## src/hdl/hpa_pkg.sv

```systemverilog
// ---------------------------------------------------------------------------
// hpa_pkg
// Shared widths, constants, types and helpers of the hsv pixel adjust unit.
// ---------------------------------------------------------------------------
package hpa_pkg;

  // fraction bits of the fixed-point hsv values
  localparam int FRAC_BITS = 16;

  // value / saturation width (Q1.F, 0..1.0 inclusive)
  localparam int VW = FRAC_BITS + 1;
  // hue width (Q9.F degrees)
  localparam int HW = FRAC_BITS + 9;
  // divider quotient and numerator widths, divisor is 8 bits
  localparam int QW = FRAC_BITS + 6;
  localparam int NW = QW + 8;

  // register stages from request to result
  localparam int LAT = QW + 9;

  localparam logic [VW-1:0] ONE_Q = VW'(1) << FRAC_BITS;
  localparam logic [HW-1:0] HUE_STEP = HW'(60) << FRAC_BITS;
  localparam logic [HW-1:0] HUE_FULL = HW'(360) << FRAC_BITS;

  // reciprocal multipliers for the constant divisors 100, 255 and 60
  localparam int PCT_SH = FRAC_BITS + 14;
  localparam logic [FRAC_BITS+7:0] PCT_RECIP =
    (FRAC_BITS+8)'(((64'd1 << PCT_SH) + 64'd99) / 64'd100);
  localparam int V_SH = FRAC_BITS + 16;
  localparam logic [FRAC_BITS+8:0] V_RECIP =
    (FRAC_BITS+9)'(((64'd1 << V_SH) + 64'd254) / 64'd255);
  localparam int F_SH = FRAC_BITS + 12;
  localparam logic [FRAC_BITS+6:0] F_RECIP =
    (FRAC_BITS+7)'(((64'd1 << F_SH) + 64'd59) / 64'd60);

  // configuration register indexes
  typedef enum logic [1:0] {
    REG_BRIGHTNESS = 2'd0,
    REG_SATURATION = 2'd1,
    REG_HUE        = 2'd2
  } cfg_reg_t;

  // base sector of the hue, chosen by the largest channel
  typedef enum logic [1:0] {
    BASE_RED   = 2'd0,
    BASE_GREEN = 2'd1,
    BASE_BLUE  = 2'd2
  } base_t;

  // sixty-degree hue sector
  typedef enum logic [2:0] {
    SEC_0 = 3'd0,
    SEC_1 = 3'd1,
    SEC_2 = 3'd2,
    SEC_3 = 3'd3,
    SEC_4 = 3'd4,
    SEC_5 = 3'd5
  } sector_t;

  // side data carried beside the first dividers
  typedef struct packed {
    base_t base;
    logic  neg;
    logic  grey;
    logic  black;
  } side_t;

  // side data carried beside the sector fraction stage
  typedef struct packed {
    logic [VW-1:0] v;
    logic [VW-1:0] s;
    sector_t       sec;
  } mid_t;

  // inputs of the hsv to rgb back end
  typedef struct packed {
    logic [VW-1:0] v;
    logic [VW-1:0] s;
    logic [VW-1:0] f;
    sector_t       sec;
  } rb_in_t;

  // percent offset to fixed point, saturated to +-100, ties away from zero
  function automatic logic signed [FRAC_BITS+1:0] pct_off(input logic [7:0] raw);
    logic signed [7:0] sv;
    logic [6:0] m;
    logic [FRAC_BITS+6:0] t;
    logic [2*FRAC_BITS+14:0] pr;
    logic [FRAC_BITS:0] q;
    sv = signed'(raw);
    if (sv > 8'sd100 || sv < -8'sd100) begin
      m = 7'd100;
    end else if (sv < 8'sd0) begin
      m = 7'(-sv);
    end else begin
      m = 7'(sv);
    end
    t = ((FRAC_BITS+7)'(m) << FRAC_BITS) + (FRAC_BITS+7)'(50);
    // divide by 100 through the reciprocal
    pr = (2*FRAC_BITS+15)'(t) * (2*FRAC_BITS+15)'(PCT_RECIP);
    q = (FRAC_BITS+1)'(pr >> PCT_SH);
    if (sv < 8'sd0) begin
      return -signed'({1'b0, q});
    end
    return signed'({1'b0, q});
  endfunction

  // rounded fixed-point product
  function automatic logic [VW-1:0] qmul(input logic [VW-1:0] a, input logic [VW-1:0] b);
    logic [2*VW-1:0] p;
    p = (2*VW)'(a) * (2*VW)'(b) + ((2*VW)'(1) << (FRAC_BITS - 1));
    return VW'(p >> FRAC_BITS);
  endfunction

  // fixed-point fraction to rounded byte
  function automatic logic [7:0] to_byte(input logic [VW-1:0] x);
    logic [VW+7:0] p;
    p = ((VW+8)'(x) << 8) - (VW+8)'(x) + ((VW+8)'(1) << (FRAC_BITS - 1));
    return 8'(p >> FRAC_BITS);
  endfunction

endpackage

```

## src/hdl/hpa_rebuild.sv

```systemverilog
// ---------------------------------------------------------------------------
// hpa_rebuild
// Six-sector hsv to rgb back end: products, sector select, byte rounding.
// ---------------------------------------------------------------------------
module hpa_rebuild (
  input  logic            clk,
  input  logic            en,
  input  hpa_pkg::rb_in_t rb,
  output logic [7:0]      red,
  output logic [7:0]      green,
  output logic [7:0]      blue
);

  logic [hpa_pkg::VW-1:0] p1, sf1, s1f1, v1;
  hpa_pkg::sector_t       sec1;
  logic [hpa_pkg::VW-1:0] p2, q2, t2, v2;
  hpa_pkg::sector_t       sec2;
  logic [hpa_pkg::VW-1:0] rs, gs, bs;

  // first products
  always_ff @(posedge clk) begin
    if (en) begin
      p1   <= hpa_pkg::qmul(rb.v, hpa_pkg::ONE_Q - rb.s);
      sf1  <= hpa_pkg::qmul(rb.s, rb.f);
      s1f1 <= hpa_pkg::qmul(rb.s, hpa_pkg::ONE_Q - rb.f);
      v1   <= rb.v;
      sec1 <= rb.sec;
    end
  end

  // second products
  always_ff @(posedge clk) begin
    if (en) begin
      q2   <= hpa_pkg::qmul(v1, hpa_pkg::ONE_Q - sf1);
      t2   <= hpa_pkg::qmul(v1, hpa_pkg::ONE_Q - s1f1);
      p2   <= p1;
      v2   <= v1;
      sec2 <= sec1;
    end
  end

  // sector select
  always_comb begin
    unique case (sec2)
      hpa_pkg::SEC_0: begin rs = v2; gs = t2; bs = p2; end
      hpa_pkg::SEC_1: begin rs = q2; gs = v2; bs = p2; end
      hpa_pkg::SEC_2: begin rs = p2; gs = v2; bs = t2; end
      hpa_pkg::SEC_3: begin rs = p2; gs = q2; bs = v2; end
      hpa_pkg::SEC_4: begin rs = t2; gs = p2; bs = v2; end
      default:        begin rs = v2; gs = p2; bs = q2; end
    endcase
  end

  // byte rounding into the output register
  always_ff @(posedge clk) begin
    if (en) begin
      red   <= hpa_pkg::to_byte(rs);
      green <= hpa_pkg::to_byte(gs);
      blue  <= hpa_pkg::to_byte(bs);
    end
  end

endmodule

```

## config.mk

```make
export PLATFORM = sky130hd
export DESIGN_NAME = hpa_rebuild
export DESIGN_NICKNAME = d
export VERILOG_FILES = /design/src/hdl/hpa_pkg.sv /design/src/hdl/hpa_rebuild.sv
export SDC_FILE = /design/constraint.sdc
export NUM_CORES = 2
export LEC_CHECK = 0
export BUFFER_PORTS_ARGS = -buffer_cell sky130_fd_sc_hd__buf_2
export CAP_MARGIN = 20
export CORE_UTILIZATION = 61
export CTS_CLUSTER_DIAMETER = 50
export DETAILED_ROUTE_END_ITERATION = 16
export PLACE_DENSITY = 0.8
export SYNTH_ARGS = -nofsm -noshare
export SYNTH_HDL_FRONTEND = slang
export SYNTH_SLANG_ARGS = --single-unit
```

## constraint.sdc

```tcl
create_clock -name clk -period 9.5 [get_ports clk]
set_clock_uncertainty 0.05 [all_clocks]
set_input_delay 1.9 -clock clk [delete_from_list [all_inputs] [get_ports clk]]
set_output_delay 1.9 -clock clk [all_outputs]
set_load 0.02 [all_outputs]
```

Yosys cells after proc, flatten, opt, wreduce, memory -nomap -nowiden
Cells that the tools add are included.

storage, ports and cells
  bits in registers = 166
  latch bits = 0
  RAM bits = 0
  ROM bits = 0
  output and inout bits = 24
  memories kept = 0

cells by class
  add/subtract/negate cells = 15
  $mul = 5
  div/mod/pow operators = 0
  order comparisons = 0
  equality and inequality tests = 4
  shift-type cells = 0
  muxes and demuxes = 3
  bitwise gates (word level) = 0
  reduce and logical (&&, ||, !) cells = 5

operator list
  kind                                             number
  adder 33 x 16 -> 33 bit (second input constant)  5
  multiplier 17 x 17 -> 33 bit                     5
  case mux 17 bit (3 select lines)                 3
  adder 24 x 16 -> 24 bit (second input constant)  3
  subtractor 24 x 17 -> 24 bit                     3
  subtractor 17 bit (first input constant)         4
  OR reduction 2 bit                               4
  == test 3 x 2 -> 1 bit (second input constant)   2
  == test 3 x 1 -> 1 bit (second input constant)   1
  == test 3 bit (second input constant)            1
  zero test 3 bit                                  1

Logic depth before layout (Yosys ltp)
  depth after elaboration = 5
  gate-level depth with buffers = 33

Worst setup path after synthesis
Ideal clock, no wire load.

  kind = input to register
  start = in rb[22] (netlist bit)
  end = reg p1[16] (netlist bit), data pin
  setup time = 0.264 ns
  arrival time = 8.662 ns
  required time = 9.186 ns
  slack = 0.524 ns
  cell stages on the path = 29
  path through = buf_2 nor2_1 nand3_1 or3_1 clkbuf_1 nor4_1 xnor2_1 clkbuf_1 nand2_1 fa_1 inv_1 fa_1 fa_1 fa_1 fa_1 inv_1 fa_1 inv_1 ha_1 a21o_1 a21o_1 a21oi_1 a21bo_2 o31ai_2 o22ai_1 nand4_1 a21oi_1 a211oi_1 xnor2_1

on the way
  word-level cells in the longest chain between the ends = 3

RTL lines
  what                          RTL line           source
  start, declared               hpa_rebuild.sv:8   input hpa_pkg::rb_in_t rb,
  subtractor 17 bit             hpa_rebuild.sv:23  p1 <= hpa_pkg::qmul(rb.v, hpa_pkg::ONE_Q - rb.s);
  multiplier 17 x 17 -> 33 bit  hpa_pkg.sv:111     p = (2*VW)'(a) * (2*VW)'(b) + ((2*VW)'(1) << (FRAC_BITS - 1));
  adder 33 x 16 -> 33 bit       hpa_pkg.sv:111
  end signal, assigned          hpa_rebuild.sv:23
  end, declared                 hpa_rebuild.sv:14  logic [hpa_pkg::VW-1:0] p1, sf1, s1f1, v1;

Every way passes these cells.
A chain may end at the register's enable or synchronous reset.

Worst setup path after layout
  start = in rb[20] (netlist bit)
  end = reg p1[15] (netlist bit), data pin

The elaborated chain is that of the path after synthesis.

==> flow_metrics.py <==
metrics = {
    "run_status": {
        "status": "completed",
    },
    "worst_setup_path": {
        "critPathLaunchType": "input pin",
        "path_max_fanout": 7,
        "criticalPathCategory": "input pin to flip-flop",
        "setup.worst_path.start": "rb[20]",
        "cp_slowest_stage_delay_ns": 0.55,
        "cpMaxStageDelayCell": "fa_1",
        "cp_num_buf_inv": 6,
        "cp.arrival_ns": 9.49,
        "r2r_start": "sf1[0]$_DFFE_PP_",
        "timing.rr.end": "q2[16]$_DFFE_PP_",
        "required_ns": 9.74,
        "rrSetupSlack_ns": 0.85,
        "crit_family": "adder cells",
        "critPathMostFrequentCell": "fa_1",
        "worst_r2r_path_depth": 29,
        "crit_path_end_kind": "flip-flop",
    },
    "grt": {
        "grt_max_degree": 97,
        "grt.overflow.total": 0,
        "antenna_found_initial": 8,
        "grt_pass1_vias": 43800,
        "grt_pass1_wl_um": 222000,
        "track_usage_pct": 30.9,
    },
    "yosys": {
        "synth.avg_cell_area_um2": 9.21,
        "ys_ff_latch": 166,
        "ys_seq_area_share_pct": 9.06,
        "synth_warnings": 0,
        "syn_nets": 7778,
        "synth-main-ff-cell": "edfxtp_1",
        "async_reset_ff_share_pct": 0,
        "synth_cells": 5974,
        "synthDistinctLibCells": 85,
        "synth_area_mm2": 0.0550,
        "synth_edf_count": 166,
    },
    "timing": {
        "holdWs_ns": 0.371,
        "max_slew_margin_pct": 26.6,
        "worst_pin_slew_ns": 1.10,
        "finalCriticalPeriod_ns": 9.25,
        "setup_tns_ns": 0,
        "setup_violations": 0,
        "finalHoldViolCount": 0,
        "fmax_mhz": 108,
        "slew_violations": 0,
        "finalCritPeriodShare_pct": 97.4,
    },
    "routing": {
        "vias_per_cell": 5.64,
        "ant_nets": 0,
        "num_vias": 40200,
        "drc": 0,
        "drt_pass1_iterations": 8,
        "drtIter0Drc": 2954,
        "wirelength_um": 135000,
        "routedWlPerCell_um": 18.9,
    },
    "clock_tree": {
        "cts-buffers-inserted": 17,
        "tritoncts": "built",
        "ctsHoldBuffers": 0,
        "path_clk_slew_ns": 0.07,
        "h-tree-depth": 4,
        "cts_setup_buffers": 0,
        "cts_buffer_depth": 2,
        "cts_resized": 0,
        "clock-root-buffer": "clkbuf_16",
        "clkSinkCount": 166,
        "insertion_delay_ns": 0.47,
    },
    "floorplan": {
        "die_h_um": 302,
        "die_x_um": 302,
        "rows": 109,
        "start_util_pct": 61.9,
        "io_pins": 80,
        "die_area_mm2": 0.0914,
        "core_area_mm2": 0.0889,
    },
    "placed_design": {
        "dp_hpwl_um": 109000,
        "gp_congestion": 0.921,
        "port_buffers": 79,
    },
    "cells_and_area": {
        "fillers": 7081,
        "syn_to_final_growth_pct": 4.55,
        "nets": 7748,
        "drive_gt1_share_pct": 5.09,
    },
    "run": {
        "drv_cap": 0,
    },
    "hold_path": {
        "hold_class": "flip-flop to flip-flop",
        "worstHoldPathCells": 0,
        "min-delay-start": "p1[15]$_DFFE_PP_",
        "hold_end": "p2[15]$_DFFE_PP_",
    },
}
-- area by class of cell --
| type | instances | area [µm²] | share of cell area, % |
|---|---|---|---|
| Tap cell | 1165 | 1460 | 2.53 |
| Multi-Input combinational cell | 4138 | 43800 | 76.1 |
| Clock inverter | 14 | 139 | 0.241 |
| Timing Repair Buffer | 220 | 1510 | 2.62 |
| Sequential cell | 166 | 4980 | 8.66 |
| Inverter | 1401 | 5260 | 9.14 |
| Antenna cell | 3 | 7.51 | 0.0130 |
| Clock buffer | 18 | 429 | 0.746 |
-- per-layer routing --
layer / global-route usage (%) / wire length, µm
met1: 40.1 / 52800
met2: 53.0 / 66300
met3: 4.63 / 11200
met4: 10.5 / 4290
met5: 0 / 47
-- through the flow --
| step | util [%] | area, µm² | std cells | setup WS, ns |
|---|---|---|---|---|
| 6_report | 64.7 | 57500 | 7125 | 0.245 |
| 5_1_grt | 64.7 | 57500 | 7125 | -0.0307 |
| 4_1_cts | 64.7 | 57500 | 7121 | 0.292 |
| 3_5_place_dp | 64.0 | 56900 | 7089 | -0.188 |
| 3_3_place_gp | 64.0 | 56900 | 7089 | 0.0147 |
| 2_1_floorplan | - | 55000 | 5974 | 0.524 |
-- sequential cells by signal (all words and copies together) (netlist names), 17 cells and up --
name  count
t2       17
sf1      17
s1f1     17
p1       17
v2       17
v1       17
q2       17
p2       17
-- logic make-up after synthesis --
logic type	after synthesis	synth area share [%]
compound gates	381	4.69
xor+xnor	183	2.94
fa+ha+maj	1748	54.9
buf+inv	1670	11.5
flops	166	9.06
mux	46	0.875
simple gates	1780	16.0
-- cells in the final DEF, fill, tap and decap left out, drive strengths merged, types with 12 or more instances in the layout --
cell,instances
mux2,17
o22ai,14
or3,17
nor3,48
nand3,12
a22oi,12
xor2,59
clkbuf,18
a21o,41
nor2,99
a21oi,99
mux2i,29
nand2b,18
nand2,842
o21a,29
nor4,17
inv,1407
a211oi,20
ha,633
fa,1115
o21ai,72
edfxtp,166
nand4,19
nor2b,25
and3,20
and2,631
buf,220
xnor2,124
-- Yosys cell counts (12+ instances only) --
library cell     n  area [µm²]
a211oi_1        19         143
a21o_1          41         308
a21oi_1         96         480
a22oi_1         12        90.1
and2_1         631        3950
and3_1          20         125
buf_1           13        48.8
buf_2           13        65.1
clkbuf_1       233         875
edfxtp_1       166        4980
fa_1          1115       22300
ha_1           633        7920
inv_1         1401        5260
mux2_2          15         169
mux2i_1         29         290
nand2_1        841        3160
nand2b_1        18         113
nand3_1         12        60.1
nand4_1         19         119
nor2_1          99         372
nor2b_1         24         150
nor3_1          46         230
nor4_1          15        93.8
o21a_1          29         218
o21ai_0         62         310
o22ai_1         14        87.6
or3_1           17         106
xnor2_1        122        1070
xor2_1          59         517
-- how the worst max path moves through the flow --
stage | to | slack [ns] | depth (start not counted)
after floorplan | p1[16]$_DFFE_PP_ | 0.52 | 29
after global placement | p1[15]$_DFFE_PP_ | 0.01 | 27
after detailed placement | p1[15]$_DFFE_PP_ | -0.19 | 30
after CTS | p1[15]$_DFFE_PP_ | 0.29 | 30
after global routing | p1[16]$_DFFE_PP_ | -0.03 | 31
final | p1[15]$_DFFE_PP_ | 0.25 | 30
Power is not shown: default switching activity piles up to over one toggle a cycle in this logic, so the estimate is an artifact.
