### config.mk
export PLATFORM = sky130hd
export DESIGN_NAME = hpa_div
export DESIGN_NICKNAME = d
export VERILOG_FILES = /design/src/hdl/hpa_pkg.sv /design/src/hdl/hpa_div.sv
export SDC_FILE = /design/constraint.sdc
export NUM_CORES = 1
export LEC_CHECK = 0
export ABC_AREA = 1
export BUFFER_PORTS_ARGS = -buffer_cell sky130_fd_sc_hd__buf_2
export CORE_ASPECT_RATIO = 2
export CORE_MARGIN = 5
export CORE_UTILIZATION = 35
export CTS_BUF_LIST = sky130_fd_sc_hd__clkbuf_16
export CTS_CLUSTER_SIZE = 12
export DETAILED_ROUTE_END_ITERATION = 12
export GPL_TIMING_DRIVEN = 0
export PLACE_DENSITY_LB_ADDON = 0.12
export SKIP_LAST_GASP = 1
export SLEW_MARGIN = 20
export SYNTH_ARGS = -nofsm -noshare
export SYNTH_HDL_FRONTEND = slang
export SYNTH_SLANG_ARGS = --single-unit
### constraint.sdc
create_clock -name clk -period 2.47 [get_ports clk]
set_input_delay 0.1235 -clock clk [delete_from_list [all_inputs] [get_ports clk]]
set_output_delay 0.1235 -clock clk [all_outputs]
set_load 0.01 [all_outputs]
### src/hdl/hpa_pkg.sv
// ---------------------------------------------------------------------------
// hpa_pkg
// Shared widths, constants, types and helpers of the hsv pixel adjust unit.
// ---------------------------------------------------------------------------
package hpa_pkg;

  // fraction bits of the fixed-point hsv values
  localparam int FRAC_BITS = 16;

  // value / saturation width (Q1.F, 0..1.0 inclusive)
  localparam int VW = FRAC_BITS + 1;
  // hue width (Q9.F degrees)
  localparam int HW = FRAC_BITS + 9;
  // divider quotient and numerator widths, divisor is 8 bits
  localparam int QW = FRAC_BITS + 6;
  localparam int NW = QW + 8;

  // register stages from request to result
  localparam int LAT = QW + 9;

  localparam logic [VW-1:0] ONE_Q = VW'(1) << FRAC_BITS;
  localparam logic [HW-1:0] HUE_STEP = HW'(60) << FRAC_BITS;
  localparam logic [HW-1:0] HUE_FULL = HW'(360) << FRAC_BITS;

  // reciprocal multipliers for the constant divisors 100, 255 and 60
  localparam int PCT_SH = FRAC_BITS + 14;
  localparam logic [FRAC_BITS+7:0] PCT_RECIP =
    (FRAC_BITS+8)'(((64'd1 << PCT_SH) + 64'd99) / 64'd100);
  localparam int V_SH = FRAC_BITS + 16;
  localparam logic [FRAC_BITS+8:0] V_RECIP =
    (FRAC_BITS+9)'(((64'd1 << V_SH) + 64'd254) / 64'd255);
  localparam int F_SH = FRAC_BITS + 12;
  localparam logic [FRAC_BITS+6:0] F_RECIP =
    (FRAC_BITS+7)'(((64'd1 << F_SH) + 64'd59) / 64'd60);

  // configuration register indexes
  typedef enum logic [1:0] {
    REG_BRIGHTNESS = 2'd0,
    REG_SATURATION = 2'd1,
    REG_HUE        = 2'd2
  } cfg_reg_t;

  // base sector of the hue, chosen by the largest channel
  typedef enum logic [1:0] {
    BASE_RED   = 2'd0,
    BASE_GREEN = 2'd1,
    BASE_BLUE  = 2'd2
  } base_t;

  // sixty-degree hue sector
  typedef enum logic [2:0] {
    SEC_0 = 3'd0,
    SEC_1 = 3'd1,
    SEC_2 = 3'd2,
    SEC_3 = 3'd3,
    SEC_4 = 3'd4,
    SEC_5 = 3'd5
  } sector_t;

  // side data carried beside the first dividers
  typedef struct packed {
    base_t base;
    logic  neg;
    logic  grey;
    logic  black;
  } side_t;

  // side data carried beside the sector fraction stage
  typedef struct packed {
    logic [VW-1:0] v;
    logic [VW-1:0] s;
    sector_t       sec;
  } mid_t;

  // inputs of the hsv to rgb back end
  typedef struct packed {
    logic [VW-1:0] v;
    logic [VW-1:0] s;
    logic [VW-1:0] f;
    sector_t       sec;
  } rb_in_t;

  // percent offset to fixed point, saturated to +-100, ties away from zero
  function automatic logic signed [FRAC_BITS+1:0] pct_off(input logic [7:0] raw);
    logic signed [7:0] sv;
    logic [6:0] m;
    logic [FRAC_BITS+6:0] t;
    logic [2*FRAC_BITS+14:0] pr;
    logic [FRAC_BITS:0] q;
    sv = signed'(raw);
    if (sv > 8'sd100 || sv < -8'sd100) begin
      m = 7'd100;
    end else if (sv < 8'sd0) begin
      m = 7'(-sv);
    end else begin
      m = 7'(sv);
    end
    t = ((FRAC_BITS+7)'(m) << FRAC_BITS) + (FRAC_BITS+7)'(50);
    // divide by 100 through the reciprocal
    pr = (2*FRAC_BITS+15)'(t) * (2*FRAC_BITS+15)'(PCT_RECIP);
    q = (FRAC_BITS+1)'(pr >> PCT_SH);
    if (sv < 8'sd0) begin
      return -signed'({1'b0, q});
    end
    return signed'({1'b0, q});
  endfunction

  // rounded fixed-point product
  function automatic logic [VW-1:0] qmul(input logic [VW-1:0] a, input logic [VW-1:0] b);
    logic [2*VW-1:0] p;
    p = (2*VW)'(a) * (2*VW)'(b) + ((2*VW)'(1) << (FRAC_BITS - 1));
    return VW'(p >> FRAC_BITS);
  endfunction

  // fixed-point fraction to rounded byte
  function automatic logic [7:0] to_byte(input logic [VW-1:0] x);
    logic [VW+7:0] p;
    p = ((VW+8)'(x) << 8) - (VW+8)'(x) + ((VW+8)'(1) << (FRAC_BITS - 1));
    return 8'(p >> FRAC_BITS);
  endfunction

endpackage

### src/hdl/hpa_div.sv
// ---------------------------------------------------------------------------
// hpa_div
// Pipelined restoring divider, one quotient bit per stage, 8-bit divisor.
// ---------------------------------------------------------------------------
module hpa_div (
  input  logic                   clk,
  input  logic                   en,
  input  logic [hpa_pkg::NW-1:0] num,
  input  logic [7:0]             den,
  output logic [hpa_pkg::QW-1:0] quo
);

  logic [7:0]             rem  [0:hpa_pkg::QW-1];
  logic [7:0]             dv   [0:hpa_pkg::QW-1];
  logic [hpa_pkg::QW-1:0] low  [0:hpa_pkg::QW];
  logic [8:0]             trial[0:hpa_pkg::QW-1];
  logic [7:0]             nrem [0:hpa_pkg::QW-1];
  logic [hpa_pkg::QW-1:0] qb;

  // trial subtraction of each stage
  always_comb begin
    for (int i = 0; i < hpa_pkg::QW; i++) begin
      trial[i] = {rem[i], low[i][hpa_pkg::QW-1]};
      qb[i]    = (trial[i] >= {1'b0, dv[i]});
      nrem[i]  = qb[i] ? 8'(trial[i] - {1'b0, dv[i]}) : trial[i][7:0];
    end
  end

  // stage registers, the low word shifts the quotient in
  always_ff @(posedge clk) begin
    if (en) begin
      rem[0] <= num[hpa_pkg::NW-1:hpa_pkg::QW];
      low[0] <= num[hpa_pkg::QW-1:0];
      dv[0]  <= den;
      for (int i = 0; i < hpa_pkg::QW - 1; i++) begin
        rem[i+1] <= nrem[i];
        dv[i+1]  <= dv[i];
      end
      for (int i = 0; i < hpa_pkg::QW; i++) begin
        low[i+1] <= {low[i][hpa_pkg::QW-2:0], qb[i]};
      end
    end
  end

  assign quo = low[hpa_pkg::QW];

endmodule

Word level (Yosys, flattened, before mapping)

Memory sizes are Yosys's and may differ from the RTL's.
Cells that the tools add are included.

Register bits: 0
Latch bits: 0
RAM bits: 858
ROM bits: 0
Input bits: 40
Output and inout bits: 22
Word-level logic and storage cells: 69
Memories kept: 3

$add $sub $neg: 21
$mul: 0
Div/mod/pow operators: 0
Order comparisons: 22
Equal/unequal tests: 0
Shifts and indexed selects: 0
Multiplexer cells: 23
Bitwise logic cells: 0
Reductions and logical operators: 0

Memories:

| memory | words | bits a word | rd ports | clocked after Yosys merged registers in | wr ports | line          | RTL |
|---|---|---|---|---|---|---|---|
| low    | 23    | 22          | 23       | 0                                       | 23       | hpa_div.sv:15 | `logic [hpa_pkg::QW-1:0] low [0:hpa_pkg::QW];` |
| dv     | 22    | 8           | 22       | 0                                       | 22       | hpa_div.sv:14 | `logic [7:0] dv [0:hpa_pkg::QW-1];` |
| rem    | 22    | 8           | 22       | 0                                       | 22       | hpa_div.sv:13 | `logic [7:0] rem [0:hpa_pkg::QW-1];` |

Operator list:

| operator                                       | number |
|---|---|
| 9-bit by 8-bit >= comparator with 1-bit output | 22 |
| 8-bit 2-to-1 mux                               | 21 |
| 8-bit subtractor                               | 21 |
| 1-bit 2-to-1 mux                               | 2 |

Logic depth before layout (Yosys ltp)

Gate-level depths: netlist of run 1.

Depth in word-level cells: 2
Mapped depth: 13
Mapped depth without buffers: 12

Worst setup path after synthesis of run 1

No wires, ideal clock.

Kind: register -> register
From: memory rem[16][2], in the netlist rem[2][2]
To: memory rem[17][7], in the netlist rem[2][15], data pin
Setup time: 0.252 ns
Arrival: 1.492 ns
Required time: 2.218 ns
Path slack: 0.726 ns
Stages on the path, launching flop included: 10
Path buffers: 0
Period minus slack after synthesis: 1.744 ns
Cells stage by stage: edfxtp_1 -> ha_1 -> nand2_1 -> clkinv_1 -> a21oi_1 -> nand2_1 -> nand2_4 -> nand2_8 -> nand2_2 -> nand2_1

RTL lines:

| what               | line |
|---|---|
| start: declaration | hpa_div.sv:13 |

==> flow_metrics.py, run 1 <==
metrics = {
    "timing": {
        "fin_worst_skew_ns": 0.02063,
        "setup_ws_ns": 0.1732,
        "worstMarginPinSlew_ns": 0.7661,
        "holdWs_ns": -0.1194,
        "fin_crit_sh": 0.9299,
        "slew_violations": 0,
        "max_slew_margin": 0.4893,
        "hold_viol_final": 57,
        "max_clock_freq_ghz": 0.4354,
        "fin_crit_ns": 2.297,
        "setup_viol": 0,
        "rsz0062_at_grt": "true",
    },
    "power": {
        "swShare": 0.3422,
        "leakage_nw": 18.71,
        "total_power_mw": 47.54,
        "comb_power_share": 0.307,
        "power.internal_mw": 31.27,
        "netSwitchingPower_mw": 16.27,
        "power_density_nw_per_um2": 1097,
        "clkPwrFrac": 0.262,
        "peakVddDrop_mv": 0.6164,
        "seq_power_share": 0.431,
    },
    "floorplan": {
        "start_util": 0.3512,
        "design.die.area_um2": 115700,
        "dieWidth_um": 243.1,
        "num_io_pins": 62,
        "die_y_um": 476.1,
        "rows": 171,
        "core-area_um2": 108300,
    },
    "detailed_routing": {
        "dr.pass1.iters": 5,
        "ant_nets": 0,
        "via_count": 22020,
        "drtIter0Drc": 896,
        "routedWlPerCell_um": 16.10,
        "viasPerCell": 4.548,
        "drt_wl_total_um": 77970,
        "drc_errors": 0,
    },
    "clock_tree": {
        "clk_pin_slew_ns": 0.07,
        "cts_tree": "yes",
        "root_buffer": "clkbuf_16",
        "post_cts_buffers": 0,
        "ctsHoldBuffers": 38,
        "h-tree-depth": 3,
        "clock-sinks": 858,
        "ctsLongestPathBuffers": 3,
        "post_cts_resized": 0,
        "clock_latency_ns": 0.68,
        "cts_made_buffers": 88,
    },
    "synthesis": {
        "netlist_area_um2": 38020,
        "ys_seq_elements": 858,
        "syn_nets": 3449,
        "synth_warnings": 0,
        "ys_types": 28,
        "synth_cells": 3212,
        "avgSynthCellArea_um2": 11.84,
        "yosysSeqAreaShare": 0.6776,
        "synth_adder_area_share": 0.06897,
        "synth_xor_area_frac": 0.01451,
        "synth-compound-area-share": 0.01056,
        "synth-simple-area-share": 0.1699,
        "synth_top_family_by_area": "simple AND/OR/NAND/NOR gates",
        "synth_mux_area_frac": 0,
    },
    "placed_design": {
        "placed_cell_area_um2": 40240,
        "gp_congestion": 0.7984,
        "portBuffers": 61,
        "post-place-ws_ns": -0.9488,
        "hpwl_um": 55860,
    },
    "finish": {
        "multi_input_comb_area_um2": 10030,
        "final_util": 0.4003,
        "layout.nets": 3647,
        "drive_gt1_frac": 0.08447,
        "register_area_um2": 25760,
        "area_growth_pct": 13.97,
        "final_cell_area_um2": 43330,
        "fillCellCount": 10380,
    },
    "setup_path": {
        "crit_path_max_fanout": 9,
        "critPathRequiredTime_ns": 2.88,
        "rr_worst_depth": 9,
        "crit_arrival_ns": 2.71,
        "end_kind": "register",
        "r2r_end": "rem[1][36]",
        "start_kind": "register",
        "endpoint": "rem[1][36]",
        "r2r_start": "rem[1][27]",
        "crit_type": "reg -> reg",
        "cp-startpoint": "rem[1][27]",
        "reg2reg_slack_ns": 0.17,
    },
    "global_route": {
        "use_met2": 0.3010,
        "grt.met3_usage": 0.01973,
        "grt_first_pass_wirelength_um": 120700,
        "grt_max_degree": 131,
        "grt_pass1_vias": 22980,
        "gr-max-usage-layer": "met2",
        "antenna_found_initial": 1,
        "overflow": 0,
        "grt.total_usage": 0.1337,
        "met1_usage": 0.1016,
    },
    "min_path": {
        "hold_class": "in -> reg",
        "min_from": "en",
    },
    "run": {
        "maxCapViolations": 0,
    },
    "outcome": {
        "violations": "negative hold slack",
        "outcome": "finished, violations left",
    },
}
[power by group through the flow]
stage	clock (mW)	sequential, mW	combinational, mW
after detailed placement	0	20.8	14.8
after floorplan	0	20.2	10.8
after global routing	13.6	20.7	16.7
after CTS	13.1	20.5	14.9
after global placement	0	21.2	14.7
final	12.4	20.5	14.6
[what timing repair did]
action,in CTS,in global routing
endpoints found under the setup margin,265,72
gates cloned,2,1
endpoints found under the hold margin,141,103
[layer usage]
layer  share of wire  up-vias
met1            0.29    10440
met4           0.045        0
met3           0.025      179
li1                -    11150
met5               0        -
met2            0.64      256
[sequential cells by signal, indices dropped and copies added (netlist names)]
name  flops
low     506
dv      176
rem     176
[worst min path at each step]
stage                            end  slack, ns  cells after the start
final                      low[0][2]      -0.12                      1
after global routing       low[0][2]      -0.12                      1
after detailed placement  low[0][15]       0.30                      1
after floorplan             dv[0][0]       0.22                      0
after CTS                  low[0][2]      -0.13                      1
after global placement    low[0][11]       0.30                      1
[cell families (layout without fill, tap and decap cells)]
group	count (synthesis)	in the layout
adders and majority gates	197	197
DFF	858	858
and+or+nand+nor	1469	1469
buffers and inverters	550	795
other	0	1
xor gates and xnor gates	63	63
AOI/OAI and AO/OA	75	75
[critical path, cell delays in order, from the launching register on]
cell and delay, ns:
edfxtp_1 0.46, ha_1 0.40, nand2_1 0.14, nor2_1 0.05
nand2_1 0.09, nand2_1 0.07, nor2_2 0.40, nand2_4 0.22
nand2_1 0.10, nand2_1 0.09
[per-stage QoR]
step / std cells / hold slack, ns / TNS (ns)
CTS: 4840 / -0.1344 / 0
finish: 4842 / -0.1194 / 0
global placement: 4657 / 0.2999 / -
global route: 4842 / -0.1173 / 0
detailed placement: 4663 / 0.3016 / -261.81
floorplan: 3212 / 0.2224 / 0
[cell type report]
cell class | instances | share of cell area
inverter | 517 | 0.04478
antenna | 1 | 0.00005775
clock inverter | 49 | 0.009644
clock buffer | 88 | 0.05082
sequential | 858 | 0.5946
tap | 1384 | 0.03996
timing repair buffer | 108 | 0.02206
buffer | 33 | 0.006526
multi-input combinational | 1804 | 0.2316
[layout by cell type, fill, tap and decap left out, types with 21 or more instances in the layout]
master	n
buf_4	22
edfxtp_1	858
fa_1	21
clkbuf_16	89
nand2_1	901
xnor2_1	23
xor2_1	40
ha_1	176
nand2_2	27
nor3_1	22
buf_2	61
dlygate4sd3_1	38
nand3_1	307
inv_1	530
a21oi_1	67
nor2_1	102
nand4_1	42
nand2_4	21
[cells in the mapped netlist]
| master | n | area [um2] |
|---|---|---|
| o21ai_0 | 1 | 5.000 |
| a21oi_2 | 7 | 61.31 |
| a21oi_1 | 67 | 335.3 |
| xor2_1 | 40 | 350.3 |
| edfxtp_1 | 858 | 25760 |
| and2_1 | 6 | 37.54 |
| nor2_2 | 15 | 93.84 |
| buf_2 | 1 | 5.000 |
| or2_0 | 6 | 37.54 |
| nand3_1 | 307 | 1536 |
| inv_1 | 514 | 1929 |
| buf_6 | 10 | 112.6 |
| fa_1 | 21 | 420.4 |
| nand3_2 | 3 | 30.03 |
| nand4_1 | 42 | 262.8 |
| nor2_1 | 102 | 382.9 |
| xnor2_1 | 23 | 201.4 |
| nor3_1 | 22 | 110.1 |
| buf_4 | 22 | 165.2 |
| nand3b_1 | 10 | 75.07 |
| or2_1 | 2 | 12.51 |
| clkinv_1 | 3 | 11.26 |
| nand4_2 | 1 | 12.51 |
| nand2_1 | 901 | 3382 |
| nand2_4 | 21 | 236.5 |
| nand2_2 | 27 | 168.9 |
| ha_1 | 176 | 2202 |
| nand2_8 | 4 | 80.08 |
(Power assumes the default switching activity.)
==> run 2: changes to the inputs <==
--- a/config.mk
+++ b/config.mk
@@ -5,7 +5,7 @@
 export SDC_FILE = /design/constraint.sdc
 export NUM_CORES = 1
 export LEC_CHECK = 0
-export ABC_AREA = 1
+export ABC_CLOCK_PERIOD_IN_PS = 2470
 export BUFFER_PORTS_ARGS = -buffer_cell sky130_fd_sc_hd__buf_2
 export CORE_ASPECT_RATIO = 2
 export CORE_MARGIN = 5
==> constraint.sdc (replaced) <==
create_clock -name clk -period 2.47 [get_ports clk]
set_input_delay 0.494 -clock clk [delete_from_list [all_inputs] [get_ports clk]]
set_output_delay 0.494 -clock clk [all_outputs]
set_load 0.01 [all_outputs]
==> run 2 against run 1 <==
The flow now finishes without violations; die area decreased by 5.7%; total power is 5.6% lower; worst setup slack got worse by 0.11 ns; count of clock-buffer cells in the layout unchanged; via count down 15%; design area down 4.9%; critical path depth decreased by 3; clock power barely moved; clock skew grew 0.022 ns; critical endpoint is now rem[0][21]; largest power group unchanged; highest routed layer unchanged.
==> flow_metrics.py, run 2 <==
metrics = {
    "outcome": {
        "outcome": "completed",
    },
    "clock_tree": {
        "h-tree-depth": 3,
        "clock_latency_ns": 0.69,
        "cts_made_buffers": 86,
        "ctsLongestPathBuffers": 3,
        "root_buffer": "clkbuf_16",
        "clk_pin_slew_ns": 0.06,
        "clock-sinks": 858,
        "cts_tree": "yes",
    },
    "placed_design": {
        "gp_congestion": 0.8437,
        "placed_cell_area_um2": 37970,
        "hpwl_um": 43010,
        "portBuffers": 61,
        "post-place-ws_ns": -0.7978,
    },
    "synthesis": {
        "synth_warnings": 0,
        "ys_top_cells_by_count": "edfxtp_1 (858), inv_1 (236), ha_1 (176), o21ai_0 (154), nand2_1 (126)",
        "synth_top_family_by_area": "compound AO/OA/AOI/OAI gates",
        "syn_nets": 2527,
        "ys_types": 61,
        "synth_top_cell_by_area": "edfxtp_1",
        "ys_seq_elements": 858,
        "synthFlopType": "edfxtp_1",
        "synth_edf_count": 858,
        "synth_adder_area_share": 0.07325,
        "yosysSeqAreaShare": 0.7196,
        "synth_cells": 2290,
        "netlist_area_um2": 35800,
        "synth-compound-area-share": 0.08692,
        "synth.area.top_cells": "edfxtp_1 (72%), ha_1 (6.2%), inv_1 (2.5%), o21ai_0 (2.2%), a21oi_1 (1.4%)",
        "synth_mux_area_frac": 0.01978,
        "synth_most_common_cell": "edfxtp_1",
        "synth-simple-area-share": 0.05207,
        "avgSynthCellArea_um2": 15.63,
        "async_flop_share": 0,
        "yosysTopAreaCellShare": 0.7196,
        "synth_xor_area_frac": 0.01590,
    },
    "timing": {
        "fin_crit_ns": 2.403,
        "max_clock_freq_ghz": 0.4161,
        "max_slew_margin": 0.4501,
        "setup_ws_ns": 0.06681,
        "fin_crit_sh": 0.9730,
        "fin_worst_skew_ns": 0.04230,
        "slew_violations": 0,
        "hold_viol_final": 0,
        "setup_viol": 0,
        "worstMarginPinSlew_ns": 0.8162,
    },
    "power": {
        "leakage_nw": 15.40,
        "comb_power_share": 0.282,
        "clkPwrFrac": 0.269,
        "total_power_mw": 44.88,
        "power_density_nw_per_um2": 1090,
        "seq_power_share": 0.449,
        "peakVddDrop_mv": 0.5563,
        "swShare": 0.3012,
        "netSwitchingPower_mw": 13.52,
        "power.internal_mw": 31.37,
    },
    "setup_path": {
        "start_kind": "register",
        "crit_type": "reg -> reg",
        "crit_arrival_ns": 2.84,
        "end_kind": "register",
        "critPathRequiredTime_ns": 2.90,
        "crit_path_max_fanout": 10,
    },
    "finish": {
        "final_cell_area_um2": 41190,
        "regMostFlops": "low",
        "layout.nets": 2741,
        "final_common_cell": "edfxtp_1",
        "layout_common_cells": "edfxtp_1 (858), inv_1 (246), ha_1 (176), o21ai_0 (140), nand2_1 (126)",
        "register_area_um2": 25760,
        "drive_gt1_frac": 0.1280,
        "multi_input_comb_area_um2": 9000,
        "area_growth_pct": 15.05,
        "largest_reg_flops": 506,
        "fillCellCount": 9250,
        "top_regs": "low (506), dv (176), rem (176)",
    },
    "min_path": {
        "hold_class": "in -> reg",
    },
    "floorplan": {
        "num_io_pins": 62,
        "die_y_um": 462.3,
        "start_util": 0.3511,
        "design.die.area_um2": 109200,
        "dieWidth_um": 236.2,
        "core-area_um2": 102000,
        "rows": 166,
    },
    "detailed_routing": {
        "drt_wl_total_um": 64720,
        "drtIter0Drc": 954,
        "via_count": 18620,
        "drc_errors": 0,
        "routedWlPerCell_um": 16.66,
        "dr.pass1.iters": 5,
        "viasPerCell": 4.793,
        "ant_nets": 0,
    },
    "global_route": {
        "grt.met3_usage": 0.02293,
        "grt_pass1_vias": 20010,
        "grt_max_degree": 143,
        "use_met2": 0.2417,
        "grt_first_pass_wirelength_um": 101900,
        "overflow": 0,
        "antenna_found_initial": 2,
        "grt.total_usage": 0.1168,
        "met1_usage": 0.1011,
        "gr-max-usage-layer": "met2",
    },
    "run": {
        "maxCapViolations": 0,
    },
}
run 2: routing by layer:
metal,wire length (um),part of all wire
met3,2179,0.034
met2,38330,0.59
met4,3183,0.049
met1,21030,0.32
met5,0,0
run 2: logic make-up after synthesis:
family,count (synthesis)
flip-flops,858
AO/OA/AOI/OAI,469
AND/OR/NAND/NOR,365
buffers and inverters,274
adder cells (fa/ha/maj),197
XOR/XNOR,65
multiplexers,62
run 2: what timing repair did:
| item | CTS | global route |
|---|---|---|
| hold buffers | 38 | 0 |
| endpoints found under the setup margin | 83 | 102 |
| gates cloned | 1 | 0 |
| setup buffers | 3 | 17 |
| resized for setup | 6 | 25 |
| pin swaps | 4 | 16 |
| endpoints found under the hold margin | 38 | 0 |
run 2: final timing paths:
kind	start	end	slack (ns)	cells after the start
max	rem[0][13]	rem[0][21]	0.07	6
min	en	low[0][28]	0.24	1
max reg2reg	rem[0][13]	rem[0][21]	0.07	6
min reg2reg	low[1][0]	low[1][23]	0.38	0
run 2: layout make-up:
cell class	count	area share
diodes	2	0.0001215
plain buffers	38	0.006804
clock buffers	88	0.05346
clock inverters	35	0.007533
inverters	236	0.02151
multi-input cells	1158	0.2185
flip-flops and latches	858	0.6255
well taps	1344	0.04082
repair buffers	126	0.02576
run 2: metrics by stage:
| stage | cells | TNS [ns] | utilization | hold WS [ns] |
|---|---|---|---|---|
| after floorplan | 2290 | 0 | - | 0.4003 |
| after global placement | 3695 | - | 0.3705 | 0.4000 |
| after detailed placement | 3701 | -126.36 | 0.3723 | 0.4045 |
| after CTS | 3866 | 0 | 0.4017 | 0.2194 |
| after global routing | 3884 | -0.05535 | 0.4039 | 0.2350 |
| final | 3885 | 0 | 0.4039 | 0.2370 |
run 2: critical path, stage by stage, from the launching register on:
cell and delay, ns:
edfxtp_1 0.41, ha_1 0.38, a21oi_1 0.24, o21ai_0 0.24, a221oi_4 0.52, buf_4 0.27
o21ai_0 0.10
run 2: power groups by stage:
stage	combinational, mW	clock, mW	sequential [mW]
final	12.7	12.1	20.1
after global routing	14.0	13.2	20.3
after CTS	12.3	12.7	20.2
after detailed placement	12.0	0	20.5
after global placement	11.6	0	20.8
after floorplan	8.94	0	20.0
==> run 3: changes to the inputs <==
--- a/config.mk
+++ b/config.mk
@@ -5,11 +5,11 @@
 export SDC_FILE = /design/constraint.sdc
 export NUM_CORES = 1
 export LEC_CHECK = 0
-export ABC_CLOCK_PERIOD_IN_PS = 2470
+export ABC_CLOCK_PERIOD_IN_PS = 2550
 export BUFFER_PORTS_ARGS = -buffer_cell sky130_fd_sc_hd__buf_2
 export CORE_ASPECT_RATIO = 2
 export CORE_MARGIN = 5
-export CORE_UTILIZATION = 35
+export CORE_UTILIZATION = 41
 export CTS_BUF_LIST = sky130_fd_sc_hd__clkbuf_16
 export CTS_CLUSTER_SIZE = 12
 export DETAILED_ROUTE_END_ITERATION = 12
==> constraint.sdc (replaced) <==
create_clock -name clk -period 2.55 [get_ports clk]
set_input_delay 0.51 -clock clk [delete_from_list [all_inputs] [get_ports clk]]
set_output_delay 0.51 -clock clk [all_outputs]
set_load 0.01 [all_outputs]
==> run 3 against run 2 <==
Combinational power fell by 7%; sequential cell count unchanged; sequential power shrank 3%; register-to-register slack improved by 0.02 ns; non-clock buffer count down 6; count of clock-buffer cells in the layout down 2; total power shrank 5.8%; routed wire length decreased by 4.6%; worst setup slack improved by 0.024 ns; sequential share of layout area grew 0.79 points; die area is 14% lower; critical path depth stayed put; critical path type unchanged; largest cell class unchanged.
==> flow_metrics.py, run 3 (synthesis results as in run 2) <==
metrics = {
    "outcome": {
        "outcome": "completed",
    },
    "detailed_routing": {
        "drt_wl_total_um": 61730,
        "viasPerCell": 5.036,
        "routedWlPerCell_um": 16.75,
        "dr.pass1.iters": 5,
        "via_count": 18560,
        "drtIter0Drc": 956,
        "drc_errors": 0,
        "ant_nets": 0,
        "top_layer": "met4",
        "drt-met1-wl_um": 20190,
        "wl_met3_um": 2169,
        "dr_wl_met2_um": 36040,
    },
    "setup_path": {
        "rr_worst_depth": 6,
        "critPathRequiredTime_ns": 2.93,
        "crit_arrival_ns": 2.84,
        "path_cells": "ha_1 -> a21o_1 -> a21oi_1 -> o21ai_1 -> a41oi_4 -> mux2_2",
        "cp.depth": 6,
        "cp_slowest_cell": "a41oi_4",
        "max_stage_delay_ns": 0.47,
        "end_kind": "register",
        "crit_path_max_fanout": 8,
        "crit_buf_inv": 0,
        "crit_type": "reg -> reg",
        "cp_top_family": "compound AO/OA/AOI/OAI gates",
        "start_kind": "register",
    },
    "floorplan": {
        "core-area_um2": 86910,
        "die_y_um": 427.9,
        "start_util": 0.4119,
        "rows": 153,
        "design.die.area_um2": 93690,
        "dieWidth_um": 219.0,
        "num_io_pins": 62,
    },
    "power": {
        "total_power_mw": 42.27,
        "leakage_nw": 15.29,
        "power_density_nw_per_um2": 1039,
        "peakVddDrop_mv": 0.6078,
    },
    "global_route": {
        "grt_first_pass_wirelength_um": 97650,
        "overflow": 0,
        "grt.total_usage": 0.1312,
        "antenna_found_initial": 0,
        "grt_max_degree": 107,
        "grt_pass1_vias": 19740,
    },
    "finish": {
        "regMostFlops": "low",
        "fillCellCount": 7587,
        "layout.nets": 2733,
        "final_common_cell": "edfxtp_1",
        "diodes": 0,
        "largest_reg_flops": 506,
        "area_growth_pct": 13.62,
        "drive_gt1_frac": 0.1209,
        "top_regs": "low (506), dv (176), rem (176)",
        "final_util": 0.4681,
        "layout_common_cells": "edfxtp_1 (858), inv_1 (251), ha_1 (176), o21ai_0 (152), nand2_1 (126)",
    },
    "timing": {
        "fin_crit_sh": 0.9642,
        "max_slew_margin": 0.5026,
        "max_clock_freq_ghz": 0.4067,
        "slew_violations": 0,
        "setup_ws_ns": 0.09129,
        "setup_viol": 0,
        "rsz0062_at_grt": "false",
        "hold_viol_final": 0,
        "holdWs_ns": 0.2956,
        "fin_worst_skew_ns": 0.03462,
        "worstMarginPinSlew_ns": 0.7383,
        "fin_crit_ns": 2.459,
        "fin_tns_setup_ns": 0,
    },
    "clock_tree": {
        "root_buffer": "clkbuf_16",
        "cts_tree": "yes",
        "clock_latency_ns": 0.67,
        "clk_pin_slew_ns": 0.07,
        "clock-sinks": 858,
        "ctsLongestPathBuffers": 3,
        "cts_made_buffers": 84,
        "h-tree-depth": 3,
    },
    "min_path": {
        "hold_class": "in -> reg",
        "worstHoldPathCells": 1,
    },
    "run": {
        "maxCapViolations": 0,
    },
    "placed_design": {
        "portBuffers": 61,
        "gp_congestion": 0.8413,
        "hpwl_um": 41430,
        "post-place-ws_ns": -0.5804,
    },
}
==> run 3: cell types whose count changed in the layout (fill, tap and decap cells not counted), sizes merged <==
cell    previous run  this run
inv              248       256
bufbuf             1         0
clkbuf            91        90
clkinv            20         6
buf              122       116
bufinv             2         0
diode              2         0
==> run 3: stage by stage <==
step	cells	cell area [um2]
after floorplan	2290	35800
after global placement	3513	37560
after detailed placement	3522	37820
after CTS	3676	40540
after global routing	3685	40680
final	3685	40680
==> run 3: worst register-to-register path: stages (launching register included) <==
cell,delay (ns)
edfxtp_1,0.42
ha_1,0.39
a21o_1,0.18
a21oi_1,0.16
o21ai_1,0.16
a41oi_4,0.47
mux2_2,0.39
==> run 3: layout make-up <==
cell class / instances / area, um2 / area share
flip-flops and latches: 858 / 25760 / 0.6334
clock buffers: 86 / 2152 / 0.05290
well taps: 1162 / 1454 / 0.03574
repair buffers: 120 / 1051 / 0.02584
plain buffers: 38 / 276.5 / 0.006797
multi-input cells: 1158 / 8947 / 0.2199
inverters: 236 / 885.9 / 0.02178
clock inverters: 27 / 147.6 / 0.003629
==> run 3: per-layer routing <==
metal,GRT usage,vias up
li1,-,8943
met1,0.1154,9129
met2,0.2632,326
met3,0.02692,158
met4,0.07634,0
met5,0,-
==> run 3: report_power, final <==
group | switching, mW | internal [mW] | leakage, nW
Sequential | 1.01 | 18.5 | 8.37
Combinational | 6.51 | 5.25 | 5.74
Clock | 4.96 | 6.00 | 1.18
Total | 12.5 | 29.8 | 15.3
==> run 3: final timing paths <==
check,start,endpoint,slack (ns)
hold / removal,en,low[0][3],0.30
setup / recovery,rem[0][58],rem[1][2],0.09
hold reg to reg,low[1][29],low[1][52],0.40
setup reg to reg,rem[0][58],rem[1][2],0.09
==> run 3: timing repair <==
action | CTS | global route
gates resized for setup | 2 | 9
cloned | 0 | 1
buffers inserted | 3 | 8
hold buffers | 38 | 0
pin swaps | 2 | 6
hold endpoints to repair | 38 | 0
endpoints found under the setup margin | 6 | 103
